### src/hw/rtl/psb_pkg.sv
// Shared types, constants and the compare calculation of the phase-shift bridge PWM.
// No dependencies; used by every module of the block by scoped names.
`timescale 1ns / 1ps

package psb_pkg;

    localparam int COUNTER_BITS_DEFAULT = 16;
    localparam int PADDR_BITS = 5;
    localparam int PDATA_BITS = 32;
    localparam int NUM_COMPARES = 5;
    localparam int NUM_LEGS = 4;
    localparam logic [7:0] TIMER_MAX = 8'd255;
    localparam logic [9:0] MIN_WINDOW_MARGIN = 10'd2;

    // Command codes carried in the func field.
    typedef enum logic [2:0] {
        FUNC_TICK      = 3'd0,
        FUNC_SET_PHASE = 3'd1,
        FUNC_START     = 3'd2,
        FUNC_BRAKE     = 3'd3,
        FUNC_CLEAR     = 3'd4
    } func_t;

    // Register indexes (word address bits of the configuration port).
    localparam logic [2:0] REG_PERIOD     = 3'd0;
    localparam logic [2:0] REG_PRIM_DEAD  = 3'd1;
    localparam logic [2:0] REG_RECT_DEAD  = 3'd2;
    localparam logic [2:0] REG_RECT_LEAD  = 3'd3;
    localparam logic [2:0] REG_RECT_TRAIL = 3'd4;

    typedef struct packed {
        logic [2:0]  func;
        logic [15:0] phase;
        logic        fault_pin_n;
    } psb_in_t;

    typedef struct packed {
        logic        lead_hi;
        logic        lead_lo;
        logic        lag_hi;
        logic        lag_lo;
        logic        rect1_hi;
        logic        rect1_lo;
        logic        rect2_hi;
        logic        rect2_lo;
        logic        faulted;
        logic        running;
        logic        clear_ok;
        logic [15:0] count;
    } psb_out_t;

    typedef struct packed {
        logic [15:0] carrier_period;
        logic [7:0]  primary_dead_ticks;
        logic [7:0]  rectifier_dead_ticks;
        logic [7:0]  rectifier_lead_ticks;
        logic [7:0]  rectifier_trail_ticks;
    } cfg_t;

    typedef logic [NUM_COMPARES-1:0][15:0] cmp_t;

    localparam cfg_t CFG_RESET = '{
        carrier_period:        16'd1600,
        primary_dead_ticks:    8'd16,
        rectifier_dead_ticks:  8'd16,
        rectifier_lead_ticks:  8'd0,
        rectifier_trail_ticks: 8'd0
    };

    // Compare set for a requested phase: B on, B off, SR1 off, SR2 on, SR2 off.
    function automatic cmp_t calc_compares(input logic [15:0] phase, input cfg_t cfg);
        logic [15:0] half;
        logic [15:0] phi;
        logic [9:0]  limit;
        logic [15:0] win;
        cmp_t        cmp;
        half  = {1'b0, cfg.carrier_period[15:1]};
        phi   = (phase > half) ? half : phase;
        limit = 10'(cfg.rectifier_lead_ticks) + 10'(cfg.rectifier_trail_ticks)
              + 10'(cfg.rectifier_dead_ticks) + MIN_WINDOW_MARGIN;
        win   = phi - 16'(cfg.rectifier_trail_ticks);
        cmp[0] = (phi == 16'd0) ? 16'd1 : phi;
        cmp[1] = phi + half;
        if (phi > 16'(limit)) begin
            cmp[2] = win;
            cmp[3] = half + 16'(cfg.rectifier_lead_ticks);
            cmp[4] = half + win;
        end else begin
            // Window too narrow: both rectifier legs are held off.
            cmp[2] = 16'd0;
            cmp[3] = cfg.carrier_period - 16'd1;
            cmp[4] = cfg.carrier_period - 16'd1;
        end
        return cmp;
    endfunction

endpackage

### src/hw/rtl/psb_regs.sv
// Configuration register file of the phase-shift bridge PWM, APB-style port.
// Depends on psb_pkg for the register indexes and the configuration struct.
`timescale 1ns / 1ps

module psb_regs (
    input  logic                             aclk,
    input  logic                             aresetn,
    input  logic                             psel,
    input  logic                             penable,
    input  logic                             pwrite,
    input  logic [psb_pkg::PADDR_BITS-1:0]   paddr,
    input  logic [psb_pkg::PDATA_BITS-1:0]   pwdata,
    output logic [psb_pkg::PDATA_BITS-1:0]   prdata,
    output logic                             pready,
    output psb_pkg::cfg_t                    cfg
);

    psb_pkg::cfg_t cfg_reg;
    logic [2:0]    reg_index;
    logic          wr_en;

    assign reg_index = paddr[psb_pkg::PADDR_BITS-1:2];
    assign wr_en     = psel && penable && pwrite;
    assign pready    = 1'b1;
    assign cfg       = cfg_reg;

    always_ff @(posedge aclk) begin
        if (!aresetn) begin
            cfg_reg <= psb_pkg::CFG_RESET;
        end else if (wr_en) begin
            unique case (reg_index)
                psb_pkg::REG_PERIOD:     cfg_reg.carrier_period        <= pwdata[15:0];
                psb_pkg::REG_PRIM_DEAD:  cfg_reg.primary_dead_ticks    <= pwdata[7:0];
                psb_pkg::REG_RECT_DEAD:  cfg_reg.rectifier_dead_ticks  <= pwdata[7:0];
                psb_pkg::REG_RECT_LEAD:  cfg_reg.rectifier_lead_ticks  <= pwdata[7:0];
                psb_pkg::REG_RECT_TRAIL: cfg_reg.rectifier_trail_ticks <= pwdata[7:0];
                default: begin
                end
            endcase
        end
    end

    always_comb begin
        unique case (reg_index)
            psb_pkg::REG_PERIOD:     prdata = 32'(cfg_reg.carrier_period);
            psb_pkg::REG_PRIM_DEAD:  prdata = 32'(cfg_reg.primary_dead_ticks);
            psb_pkg::REG_RECT_DEAD:  prdata = 32'(cfg_reg.rectifier_dead_ticks);
            psb_pkg::REG_RECT_LEAD:  prdata = 32'(cfg_reg.rectifier_lead_ticks);
            psb_pkg::REG_RECT_TRAIL: prdata = 32'(cfg_reg.rectifier_trail_ticks);
            default:                 prdata = '0;
        endcase
    end

endmodule

### src/hw/rtl/psb_leg.sv
// One bridge leg: raw level register and dead-time counter making the hi and lo gates.
// Depends on psb_pkg for the counter saturation value.
`timescale 1ns / 1ps

module psb_leg (
    input  logic       aclk,
    input  logic       aresetn,
    input  logic       step,
    input  logic       turn_on,
    input  logic       turn_off,
    input  logic [7:0] dead_ticks,
    input  logic       force_off,
    output logic       gate_hi,
    output logic       gate_lo
);

    logic       level_reg;
    logic       level_next;
    logic [7:0] timer_reg;
    logic [7:0] timer_next;
    logic       settled;

    always_comb begin
        // A turn-off on the same count as a turn-on wins.
        if (turn_off) begin
            level_next = 1'b0;
        end else if (turn_on) begin
            level_next = 1'b1;
        end else begin
            level_next = level_reg;
        end
        if (level_next != level_reg) begin
            timer_next = 8'd0;
        end else if (timer_reg != psb_pkg::TIMER_MAX) begin
            timer_next = timer_reg + 8'd1;
        end else begin
            timer_next = timer_reg;
        end
        settled = timer_next >= dead_ticks;
        gate_hi = level_next && settled && !force_off;
        gate_lo = !level_next && settled && !force_off;
    end

    always_ff @(posedge aclk) begin
        if (!aresetn) begin
            level_reg <= 1'b0;
            timer_reg <= 8'd0;
        end else if (step) begin
            level_reg <= level_next;
            timer_reg <= timer_next;
        end
    end

endmodule

### src/hw/rtl/psb_core.sv
// Carrier counter, command handling, shadow and active compares, and the four legs.
// Depends on psb_pkg and instantiates psb_leg.
`timescale 1ns / 1ps

module psb_core #(
    parameter int COUNTER_BITS = psb_pkg::COUNTER_BITS_DEFAULT
) (
    input  logic              aclk,
    input  logic              aresetn,
    input  logic              step,
    input  psb_pkg::psb_in_t  item,
    input  psb_pkg::cfg_t     cfg,
    output psb_pkg::psb_out_t result
);

    localparam int WIDE = ((COUNTER_BITS > 16) ? COUNTER_BITS : 16) + 1;

    logic [COUNTER_BITS-1:0] count_reg;
    logic [COUNTER_BITS-1:0] count_next;
    logic                    run_reg;
    logic                    run_next;
    logic                    stop_reg;
    logic                    stop_next;
    logic                    trip_reg;
    logic                    trip_next;
    psb_pkg::cmp_t           shadow_reg;
    psb_pkg::cmp_t           shadow_next;
    psb_pkg::cmp_t           active_reg;
    psb_pkg::cmp_t           active_next;

    logic [COUNTER_BITS-1:0] count_cmd;
    logic                    run_cmd;
    logic                    stop_cmd;
    logic                    clear_ok;
    logic [WIDE-1:0]         c_wide;
    logic [WIDE-1:0]         c_inc;
    logic [WIDE-1:0]         period_wide;
    logic [WIDE-1:0]         half_wide;
    logic                    at_zero;
    logic [psb_pkg::NUM_LEGS-1:0] leg_on;
    logic [psb_pkg::NUM_LEGS-1:0] leg_off;
    logic [psb_pkg::NUM_LEGS-1:0] gate_hi;
    logic [psb_pkg::NUM_LEGS-1:0] gate_lo;

    // An off compare at or past the period matches at count zero.
    function automatic logic off_match(input logic [WIDE-1:0] c, input logic [15:0] v,
                                       input logic [15:0] period);
        return (c == WIDE'(v)) || ((v >= period) && (c == '0));
    endfunction

    always_comb begin
        trip_next   = trip_reg || !item.fault_pin_n;
        shadow_next = shadow_reg;
        count_cmd   = count_reg;
        run_cmd     = run_reg;
        stop_cmd    = stop_reg;
        clear_ok    = 1'b0;
        unique case (psb_pkg::func_t'(item.func))
            psb_pkg::FUNC_SET_PHASE: begin
                shadow_next = psb_pkg::calc_compares(item.phase, cfg);
            end
            psb_pkg::FUNC_START: begin
                count_cmd = '0;
                run_cmd   = 1'b1;
                stop_cmd  = 1'b0;
            end
            psb_pkg::FUNC_BRAKE: begin
                shadow_next = psb_pkg::calc_compares(16'd0, cfg);
                trip_next   = 1'b1;
                stop_cmd    = 1'b1;
            end
            psb_pkg::FUNC_CLEAR: begin
                if (item.fault_pin_n) begin
                    trip_next = 1'b0;
                    clear_ok  = 1'b1;
                end
            end
            default: begin
            end
        endcase

        c_wide      = WIDE'(count_cmd);
        c_inc       = c_wide + WIDE'(1);
        period_wide = WIDE'(cfg.carrier_period);
        half_wide   = WIDE'(cfg.carrier_period[15:1]);
        at_zero     = (count_cmd == '0);

        active_next = active_reg;
        run_next    = run_cmd;
        stop_next   = stop_cmd;
        count_next  = count_cmd;
        leg_on      = '0;
        leg_off     = '0;
        if (run_cmd) begin
            if (at_zero) begin
                active_next = shadow_next;
            end
            if (at_zero && stop_cmd) begin
                // Brake completes: counter parks at zero, no leg events.
                run_next  = 1'b0;
                stop_next = 1'b0;
            end else begin
                leg_on[0]  = at_zero;
                leg_off[0] = (c_wide == half_wide);
                leg_on[1]  = (c_wide == WIDE'(active_next[0]));
                leg_off[1] = off_match(c_wide, active_next[1], cfg.carrier_period);
                leg_on[2]  = at_zero;
                leg_off[2] = off_match(c_wide, active_next[2], cfg.carrier_period);
                leg_on[3]  = (c_wide == WIDE'(active_next[3]));
                leg_off[3] = off_match(c_wide, active_next[4], cfg.carrier_period);
                if (c_inc >= period_wide) begin
                    count_next = '0;
                end else begin
                    count_next = c_inc[COUNTER_BITS-1:0];
                end
            end
        end
    end

    always_ff @(posedge aclk) begin
        if (!aresetn) begin
            count_reg  <= '0;
            run_reg    <= 1'b0;
            stop_reg   <= 1'b0;
            trip_reg   <= 1'b0;
            shadow_reg <= psb_pkg::calc_compares(16'd0, psb_pkg::CFG_RESET);
            active_reg <= psb_pkg::calc_compares(16'd0, psb_pkg::CFG_RESET);
        end else if (step) begin
            count_reg  <= count_next;
            run_reg    <= run_next;
            stop_reg   <= stop_next;
            trip_reg   <= trip_next;
            shadow_reg <= shadow_next;
            active_reg <= active_next;
        end
    end

    for (genvar g = 0; g < psb_pkg::NUM_LEGS; g++) begin : g_leg
        psb_leg u_leg (
            .aclk       (aclk),
            .aresetn    (aresetn),
            .step       (step),
            .turn_on    (leg_on[g]),
            .turn_off   (leg_off[g]),
            .dead_ticks ((g < 2) ? cfg.primary_dead_ticks : cfg.rectifier_dead_ticks),
            .force_off  (trip_next),
            .gate_hi    (gate_hi[g]),
            .gate_lo    (gate_lo[g])
        );
    end

    always_comb begin
        result.lead_hi  = gate_hi[0];
        result.lead_lo  = gate_lo[0];
        result.lag_hi   = gate_hi[1];
        result.lag_lo   = gate_lo[1];
        result.rect1_hi = gate_hi[2];
        result.rect1_lo = gate_lo[2];
        result.rect2_hi = gate_hi[3];
        result.rect2_lo = gate_lo[3];
        result.faulted  = trip_next;
        result.running  = run_next;
        result.clear_ok = clear_ok;
        result.count    = c_wide[15:0];
    end

endmodule

### src/hw/rtl/phase_shift_bridge_pwm.sv
// Top level of the phase-shift bridge PWM: input register, core and result register.
// Depends on psb_pkg, psb_regs and psb_core.
`timescale 1ns / 1ps

// Usage:
// Each item on the s_ channel is one carrier tick carrying a command (tick, set
// phase, start, brake, clear fault), a requested phase and the sampled fault pin.
// Every accepted item gives exactly one result item on the m_ channel with the
// eight gate levels, the fault and run flags, the clear status and the counter
// value that was evaluated for that tick.
// An accepted item is held in the input register, then goes through the core
// into the result register, which drives m_valid. With m_ready held high the
// block takes one item every cycle; the rate is set by the single core stage
// that updates the counter and the leg state once per item.
// When the receiver stalls, the result register holds its item and the input
// register takes one more item, after which s_ready falls until m_ready returns.
// Reset (aresetn low, synchronous) clears both registers, stops the counter, clears the
// trip latch and loads the registers and compares with their phase-zero defaults. The
// user writes configuration through the APB port while idle; the block does not enforce it.
module phase_shift_bridge_pwm #(
    parameter int COUNTER_BITS = psb_pkg::COUNTER_BITS_DEFAULT
) (
    input  logic                            aclk,
    input  logic                            aresetn,
    input  logic                            s_valid,
    output logic                            s_ready,
    input  psb_pkg::psb_in_t                s_data,
    output logic                            m_valid,
    input  logic                            m_ready,
    output psb_pkg::psb_out_t               m_data,
    input  logic                            psel,
    input  logic                            penable,
    input  logic                            pwrite,
    input  logic [psb_pkg::PADDR_BITS-1:0]  paddr,
    input  logic [psb_pkg::PDATA_BITS-1:0]  pwdata,
    output logic [psb_pkg::PDATA_BITS-1:0]  prdata,
    output logic                            pready
);

    psb_pkg::cfg_t     cfg;
    psb_pkg::psb_in_t  in_data_reg;
    logic              in_valid_reg;
    psb_pkg::psb_out_t out_data_reg;
    logic              out_valid_reg;
    psb_pkg::psb_out_t result;
    logic              advance;

    // The item in the input register moves on once the result register is free.
    assign advance = in_valid_reg && (!out_valid_reg || m_ready);
    assign s_ready = !in_valid_reg || advance;
    assign m_valid = out_valid_reg;
    assign m_data  = out_data_reg;

    psb_regs u_regs (
        .aclk    (aclk),
        .aresetn (aresetn),
        .psel    (psel),
        .penable (penable),
        .pwrite  (pwrite),
        .paddr   (paddr),
        .pwdata  (pwdata),
        .prdata  (prdata),
        .pready  (pready),
        .cfg     (cfg)
    );

    psb_core #(
        .COUNTER_BITS (COUNTER_BITS)
    ) u_core (
        .aclk    (aclk),
        .aresetn (aresetn),
        .step    (advance),
        .item    (in_data_reg),
        .cfg     (cfg),
        .result  (result)
    );

    always_ff @(posedge aclk) begin
        if (!aresetn) begin
            in_valid_reg  <= 1'b0;
            out_valid_reg <= 1'b0;
        end else begin
            if (s_ready) begin
                in_valid_reg <= s_valid;
            end
            if (advance || m_ready) begin
                out_valid_reg <= advance;
            end
        end
    end

    always_ff @(posedge aclk) begin
        if (s_valid && s_ready) begin
            in_data_reg <= s_data;
        end
        if (advance) begin
            out_data_reg <= result;
        end
    end

endmodule

### config.mk
export PLATFORM = sky130hd
export DESIGN_NAME = phase_shift_bridge_pwm
export DESIGN_NICKNAME = d
export VERILOG_FILES = /design/src/hw/rtl/psb_pkg.sv /design/src/hw/rtl/psb_regs.sv /design/src/hw/rtl/psb_leg.sv /design/src/hw/rtl/psb_core.sv /design/src/hw/rtl/phase_shift_bridge_pwm.sv
export SDC_FILE = /design/constraint.sdc
export NUM_CORES = 1
export LEC_CHECK = 0
export ABC_AREA = 0
export ABC_CLOCK_PERIOD_IN_PS = 10900
export BUFFER_PORTS_ARGS = -buffer_cell sky130_fd_sc_hd__buf_2
export CAP_MARGIN = 10
export CORE_MARGIN = 4
export CORE_UTILIZATION = 40
export DETAILED_ROUTE_END_ITERATION = 16
export PLACE_DENSITY = 0.54
export SYNTH_ARGS = -nofsm -noshare
export SYNTH_HDL_FRONTEND = slang
export SYNTH_SLANG_ARGS = --single-unit
### constraint.sdc
create_clock -name aclk -period 10.9 [get_ports aclk]
set_input_delay 0.545 -clock aclk [delete_from_list [all_inputs] [get_ports aclk]]
set_output_delay 0.545 -clock aclk [all_outputs]
set_load 0.1 [all_outputs]
Yosys cells after proc, flatten, opt, wreduce, memory -nomap -nowiden
Cells that the tools add are included.
{"block": "totals", "ff_bits": 312, "latch_bits": 0, "ram_bits": 0, "rom_bits": 0, "in_bits": 64, "output_inout_bits": 62, "elab_cells": 177, "mem_count": 0}
{"block": "classes", "addsub": 13, "n_mul": 0, "n_div": 0, "order_cmp": 10, "eq_ne": 22, "shift": 0, "mux": 40, "n_bitwise": 0, "reduce_logical": 48}
{"op": "80-bit two-way mux", "n": 2}
{"op": "80-bit one-hot mux with 2 select lines", "n": 1}
{"op": "16-bit two-way mux", "n": 6}
{"op": "16-bit == test", "n": 5}
{"op": "16-bit one-hot mux with 5 select lines", "n": 1}
{"op": "8-bit two-way mux", "n": 8}
{"op": "16-bit greater-or-equal comparator", "n": 3}
{"op": "48-bit two-way mux", "n": 1}
{"op": "8-bit by 1-bit adder with 8-bit output (second input constant)", "n": 4}
{"op": "8-bit greater-or-equal comparator", "n": 4}
{"op": "16-bit logical NOT", "n": 2}
{"op": "8-bit != test (second input constant)", "n": 4}
{"op": "1-bit logical AND", "n": 24}
{"op": "16-bit by 1-bit adder with 17-bit output (second input constant)", "n": 1}
{"op": "17-bit by 16-bit greater-or-equal comparator with 1-bit output", "n": 1}
{"op": "15-bit by 16-bit adder with 16-bit output", "n": 1}
{"op": "15-bit by 8-bit adder with 16-bit output", "n": 1}
{"op": "16-bit by 15-bit adder with 16-bit output", "n": 1}
{"op": "16-bit by 15-bit == test with 1-bit output", "n": 1}
{"op": "16-bit by 10-bit > comparator with 1-bit output", "n": 1}
{"op": "16-bit by 15-bit > comparator with 1-bit output", "n": 1}
{"op": "4-bit two-way mux", "n": 4}
{"op": "16-bit by 1-bit subtractor with 16-bit output (second input constant)", "n": 1}
{"op": "16-bit by 8-bit subtractor with 16-bit output", "n": 1}
{"op": "other kinds (13)", "n": 54}

Depth between registers and ports, before layout
Gate-level depths: netlist of the first run.
{"block": "logic_depth", "depth_word": 19, "mapped_depth": 52, "ltp_nobuf": 51}

Cells and area by module
Synthesis of the first run repeated with hierarchy kept, for this count alone.
{"block": "hier_totals", "hier_cells": 2877, "area_unflattened_um2": 23359.9}
{"mod": "psb_core", "instances": 1, "cells_per_inst": 2125, "area_per_inst_um2": 15994.1, "seq_area_each_um2": 3583.4}
{"mod": "psb_leg", "instances": 4, "cells_per_inst": 111, "area_per_inst_um2": 868.3, "seq_area_each_um2": 180.2}
{"mod": "psb_regs", "instances": 1, "cells_per_inst": 252, "area_per_inst_um2": 2377.3, "seq_area_each_um2": 960.9}
{"mod": "phase_shift_bridge_pwm", "instances": 1, "cells_per_inst": 56, "area_per_inst_um2": 1515.2, "seq_area_each_um2": 1451.4}

Least setup slack after synthesis of the first run
Ideal clock, no wire load.
{"block": "synth_path", "kind": "register to register", "from": "reg u_regs.cfg_reg (netlist bit u_regs.cfg[43])", "to": "reg out_data_reg (netlist bit m_data[20]), data pin", "setup_time_ns": 0.266, "arrival_time_ns": 9.250, "required_time_ns": 10.634, "path_slack_ns": 1.384, "path_stages_with_launch": 48, "path_buffers": 3, "synth_period_minus_slack_ns": 9.516, "cell_sequence": "dfxtp_1 clkbuf_1 clkinv_1 ha_1 nand4_1 or4_4 o31ai_2 buf_6 mux2i_1 inv_1 fa_1 a211oi_1 o21ai_0 a211oi_1 o21ai_0 xor2_1 mux2i_1 ha_1 (+12 left out) a21o_1 o2111a_1 nand3_1 o21a_2 buf_2 o21ai_0 ha_1 nand2b_1 a21oi_1 nor2b_1 o21ai_0 nand2b_1 a21oi_1 nor2b_1 o21ai_0 nand2b_1 a21oi_1 nor3b_1"}
{"item": "start: declaration", "line_no": "psb_regs.sv:18", "source": "psb_pkg::cfg_t cfg_reg;"}
{"item": "start signal: assignment", "line_no": "psb_regs.sv:29", "source": "cfg_reg <= psb_pkg::CFG_RESET;"}
{"item": "end signal: assignment", "line_no": "phase_shift_bridge_pwm.sv:97", "source": "out_data_reg <= result;"}
{"item": "end: declaration", "line_no": "phase_shift_bridge_pwm.sv:43", "source": "psb_pkg::psb_out_t out_data_reg;"}

==> results.toml, run 1 <==
[status]
status = "finished, final reports clean"

[synthesis]
synth-edff-count = 47
synthDistinctLibCells = 103
yosys_warnings = 0
syn-cell-area_mm2 = 0.0237
yosys-top-cells-area = "dfxtp_1 (22%), ha_1 (11%), edfxtp_1 (6.0%)"
async_reset_ff_share_pct = 0
seq_area_frac_synth_pct = 28.3
ys_top_cells_by_count = "nand2_1 (372), nor2_1 (326), dfxtp_1 (265)"
ys_ff_latch = 312
synthFlopType = "dfxtp_1"
synth_top_area_cell = "dfxtp_1"
synth_most_common_cell = "nand2_1"
syn_inst = 3036
yosysTopAreaCellShare_pct = 22.4
syn_avg_cell_area_um2 = 7.81

[timing]
min_period_over_period_pct = 93.8
worstMarginPinSlew_ns = 1.21
clock_skew_ns = 0.0359
hold_ws_ns = 0.121
rsz0062_at_grt = "no"
fin_ws_ns = 0.673
fin_crit_ns = 10.23
fmax_mhz = 97.8
slew_headroom_pct = 18.3
hold_viol_final = 0
report.final.slew_viol_count = 0
timing.setup.tns_ns = 0
setup_viol = 0

[cells_and_area]
post-route-util_pct = 45.8
fillers = 5849
seq_area_mm2 = 0.00672
multi_input_area_mm2 = 0.0158
finalInstanceArea_mm2 = 0.0266
stdcell_count = 3913
finalNetCount = 3386
drive_above_1_share_pct = 11.2
area.growth.synth_to_final_pct = 12.3

[routing]
via_per_inst = 6.20
num_vias = 24261
drcViolationCount = 0
drt_iter0_markers = 2574
firstDrtPassIters = 6
wire_per_inst_um = 27.1
wirelength_um = 106000
ant_nets = 0

[run]
maxCapViolations = 0

[cts]
cts_buffer_depth = 3
cts_tree = "done"
path_clk_slew_ns = 0.06
cts_buffers = 41
clockRootBuffer = "clkbuf_16"
cts_sinks = 312
cts_hold_buf = 0
htree_levels = 2
clock_latency_ns = 0.60

[placed_design]
io_buffers = 90
place_inst = 3839
gp_congestion = 1.01
pre_cts_slack_ns = 0.739
hpwl_um = 76700
placed_area_mm2 = 0.0253

[floorplanning]
die_area_mm2 = 0.0632
core_area_mm2 = 0.0581
die_w_um = 251
initial_core_util_pct = 40.8
dieHeight_um = 251
rows = 88
ios = 126

[pwr]
p_leak_nw = 10.6
vdd_ir_drop_max_v = 0.000106
power_density_mw_per_mm2 = 119
fin_total_pwr_mw = 3.18

[critical_path]
crit_path_start_kind = "flip-flop"
path_class = "flip-flop to flip-flop"
cp.arrival_ns = 10.53
cp_max_fo = 11
cp_slowest_cell = "or4_4"
max_stage_delay_ns = 0.60
critical_path_required_ns = 11.20
cp-end-kind = "flip-flop"

[grt]
gr-usage-all-layers_pct = 32.1
overflow = 0
grt_pass1_vias = 22533
antenna_found_initial = 4
grt_max_degree = 118
grt_pass1_wl_um = 152000

[worst_hold_path]
min_path_type = "primary input to flip-flop"
## area by class of cell
cell class | instances | share of cell area, %
clock buffers | 55 | 4.16
flip-flops and latches | 312 | 25.2
multi-input cells | 2425 | 59.4
repair buffers | 213 | 5.16
diodes | 1 | 0.00940
well taps | 765 | 3.60
clock inverters | 18 | 0.653
inverters | 124 | 1.78
## where the power goes
group	leakage (nW)	internal, mW	switching, mW
registers	2.59	1.20	0.0238
logic	7.42	0.179	0.432
clock network	0.620	0.765	0.580
total	10.6	2.14	1.04
## kinds of logic (layout without fill, tap and decap cells)
family	Yosys count	count (layout)	share of synthesized area, %
AO/OA/AOI/OAI	852	852	23.7
XOR/XNOR	155	155	5.73
adder cells (fa/ha/maj)	205	205	11.0
buffers and inverters	314	410	5.65
flip-flops	312	312	28.3
multiplexers	97	97	4.27
other	2	18	0.0317
AND/OR/NAND/NOR	1099	1099	21.3
## metal layers
| layer | vias to the layer above | part of all wire, % | GRT usage [%] |
|---|---|---|---|
| met4 | 4 | 5.8 | 16.2 |
| li1 | 11119 | - | - |
| met5 | - | 0.027 | 0 |
| met1 | 11625 | 42 | 43.7 |
| met2 | 1227 | 43 | 48.9 |
| met3 | 286 | 9.2 | 6.15 |
## layout by cell type, fill, tap and decap left out, types with 86 or more instances in the layout
master,instances
buf_4,123
nand2_1,370
nor2_1,323
dfxtp_1,265
ha_1,199
inv_1,108
xnor2_1,118
a21oi_1,249
o21ai_0,146
buf_2,90
mux2i_1,86
## worst paths after layout
kind	startpoint	to	slack [ns]	cells past startpoint
max	in_data_reg[10]	m_data[20]	0.67	49
max reg2reg	in_data_reg[10]	m_data[20]	0.67	49
min reg2reg	u_core.active_reg[17]	u_core.active_reg[17]	0.45	2
min	s_data[17]	in_data_reg[17]	0.12	1
## repair_timing
item | in CTS | in global routing
gates resized for setup | 0 | 4
endpoints found under the setup margin | 0 | 2
buffers inserted | 0 | 0
## worst max-delay path, delay by kind of cell (launching register included)
kind                       cells  cell delay (ns)
DFF                            1             0.48
AOI/OAI and AO/OA             17             3.71
and+or+nand+nor               17             2.18
adders and majority gates      6             1.75
xor gates and xnor gates       2             0.71
buffers and inverters          7             1.10
Power figures use the tool's default switching activity.
==> run 2, diff against run 1 <==
Settings changed: BUFFER_PORTS_ARGS -buffer_cell sky130_fd_sc_hd__buf_2 to unset, DONT_BUFFER_PORTS set to 1, PLACE_DENSITY 0.54 to 0.52.
==> run 2 against run 1 <==
  * Die area unchanged
  * Sequential share of layout area rose by 0.45 points
  * Global-route usage down 0.28 points
  * Largest power group unchanged
==> results.toml, run 2 (synthesized netlist as in run 1, its figures left out) <==
[grt]
grt_pass1_vias = 22093
antenna_found_initial = 1
gr-usage-all-layers_pct = 31.9
grt_pass1_wl_um = 152000
overflow = 0
grt_max_degree = 92

[timing]
slew_headroom_pct = 20.9
hold_ws_ns = 0.0479
clock_skew_ns = 0.0303
min_period_over_period_pct = 93.8
rsz0062_at_grt = "no"
fmax_mhz = 97.8
setup_viol = 0
fin_crit_ns = 10.23
report.final.slew_viol_count = 0
hold_viol_final = 0
fin_ws_ns = 0.672
timing.setup.tns_ns = 0
worstMarginPinSlew_ns = 1.18

[critical_path]
critical_path_required_ns = 11.18
timing.rr.start = "u_regs.cfg[8]"
crit_path_start_kind = "flip-flop"
cp_max_fo = 15
path_class = "flip-flop to flip-flop"
r2r_cells = 49
cp.arrival_ns = 10.50
cp_slowest_cell = "o31ai_4"
cp-end-kind = "flip-flop"
max_stage_delay_ns = 0.71
crit_path_frequent_cell = "a21oi_1"
crit_start = "u_regs.cfg[8]"

[cts]
cts_buffers = 43
htree_levels = 2
cts_setup_buffers = 0
cts_sinks = 312
clock_latency_ns = 0.59
clockRootBuffer = "clkbuf_16"
path_clk_slew_ns = 0.06
cts_hold_buf = 0
cts_buffer_depth = 3
cts_tree = "done"
cts_resized = 0

[floorplanning]
die_area_mm2 = 0.0632
ios = 126
die_w_um = 251
core_area_mm2 = 0.0581
initial_core_util_pct = 40.8
rows = 88
dieHeight_um = 251

[worst_hold_path]
min_path_type = "primary input to flip-flop"
worstHoldPathCells = 0
hold_start = "s_data[7]"

[status]
status = "finished, final reports clean"

[placed_design]
io_buffers = 0
pre_cts_slack_ns = 0.426
hpwl_um = 75500
place_inst = 3723
gp_congestion = 0.975

[routing]
ant_nets = 0
drt_iter0_markers = 2551
num_vias = 23867
wirelength_um = 105000
wire_per_inst_um = 27.6
drcViolationCount = 0
via_per_inst = 6.28
firstDrtPassIters = 6

[pwr]
power_density_mw_per_mm2 = 122
p_leak_nw = 10.2
fin_total_pwr_mw = 3.18
vdd_ir_drop_max_v = 0.000124

[cells_and_area]
final_common_cell = "nand2_1"
area.growth.synth_to_final_pct = 10.4
stdcell_count = 3803
final_cell_mix = "nand2_1 (370), nor2_1 (322), dfxtp_1 (265)"
finalNetCount = 3273
drive_above_1_share_pct = 8.30

[run]
maxCapViolations = 0
==> run 2: changes by cell type in the layout (fill, tap and decap cells not counted), sizes merged <==
cell / change
inv: -1
clkbuf: +14
bufinv: -2
clkinvlp: -2
buf: -115
clkinv: -4
==> run 2: power breakdown <==
part | switching [mW] | total, mW | internal (mW)
clock | 0.575 | 1.39 | 0.812
sequential | 0.0563 | 1.25 | 1.20
combinational | 0.376 | 0.539 | 0.163
==> run 2: path summary, 6_finish.rpt <==
path | to | slack (ns)
setup / recovery | m_data[19] | 0.67
hold / removal | in_data_reg[7] | 0.05
setup reg to reg | m_data[19] | 0.67
hold reg to reg | u_core.shadow_reg[14] | 0.46
==> run 2: stage by stage <==
step | utilization [%] | cell area, µm²
2_1_floorplan | - | 23800
3_3_place_gp | 42.6 | 24800
3_5_place_dp | 42.6 | 24800
4_1_cts | 44.9 | 26100
5_1_grt | 45.0 | 26200
6_report | 45.0 | 26200
==> run 2: layout make-up <==
class,instances,area [µm²]
diodes,1,2.50
clock buffers,69,1300
clock inverters,9,48.8
fillers,5785,32000
inverters,124,473
multi-input cells,2425,15900
flip-flops and latches,312,6720
well taps,765,957
repair buffers,98,785
==> run 2: routing by layer <==
layer | wire length, µm | vias up | track usage (%)
li1 | - | 10872 | -
met1 | 44500 | 11586 | 43.6
met2 | 46700 | 1181 | 50.3
met3 | 9160 | 228 | 5.17
met4 | 4860 | 0 | 13.0
met5 | 0 | - | 0
==> run 2: critical path, delay by kind of cell, from the launching register on <==
kind                     cells  cell delay [ns]
adder cells (fa/ha/maj)      7             1.99
flip-flops                   1             0.50
multiplexers                 1             0.23
XOR/XNOR                     1             0.18
AO/OA/AOI/OAI               24             5.39
AND/OR/NAND/NOR             12             1.20
buffers and inverters        4             0.45
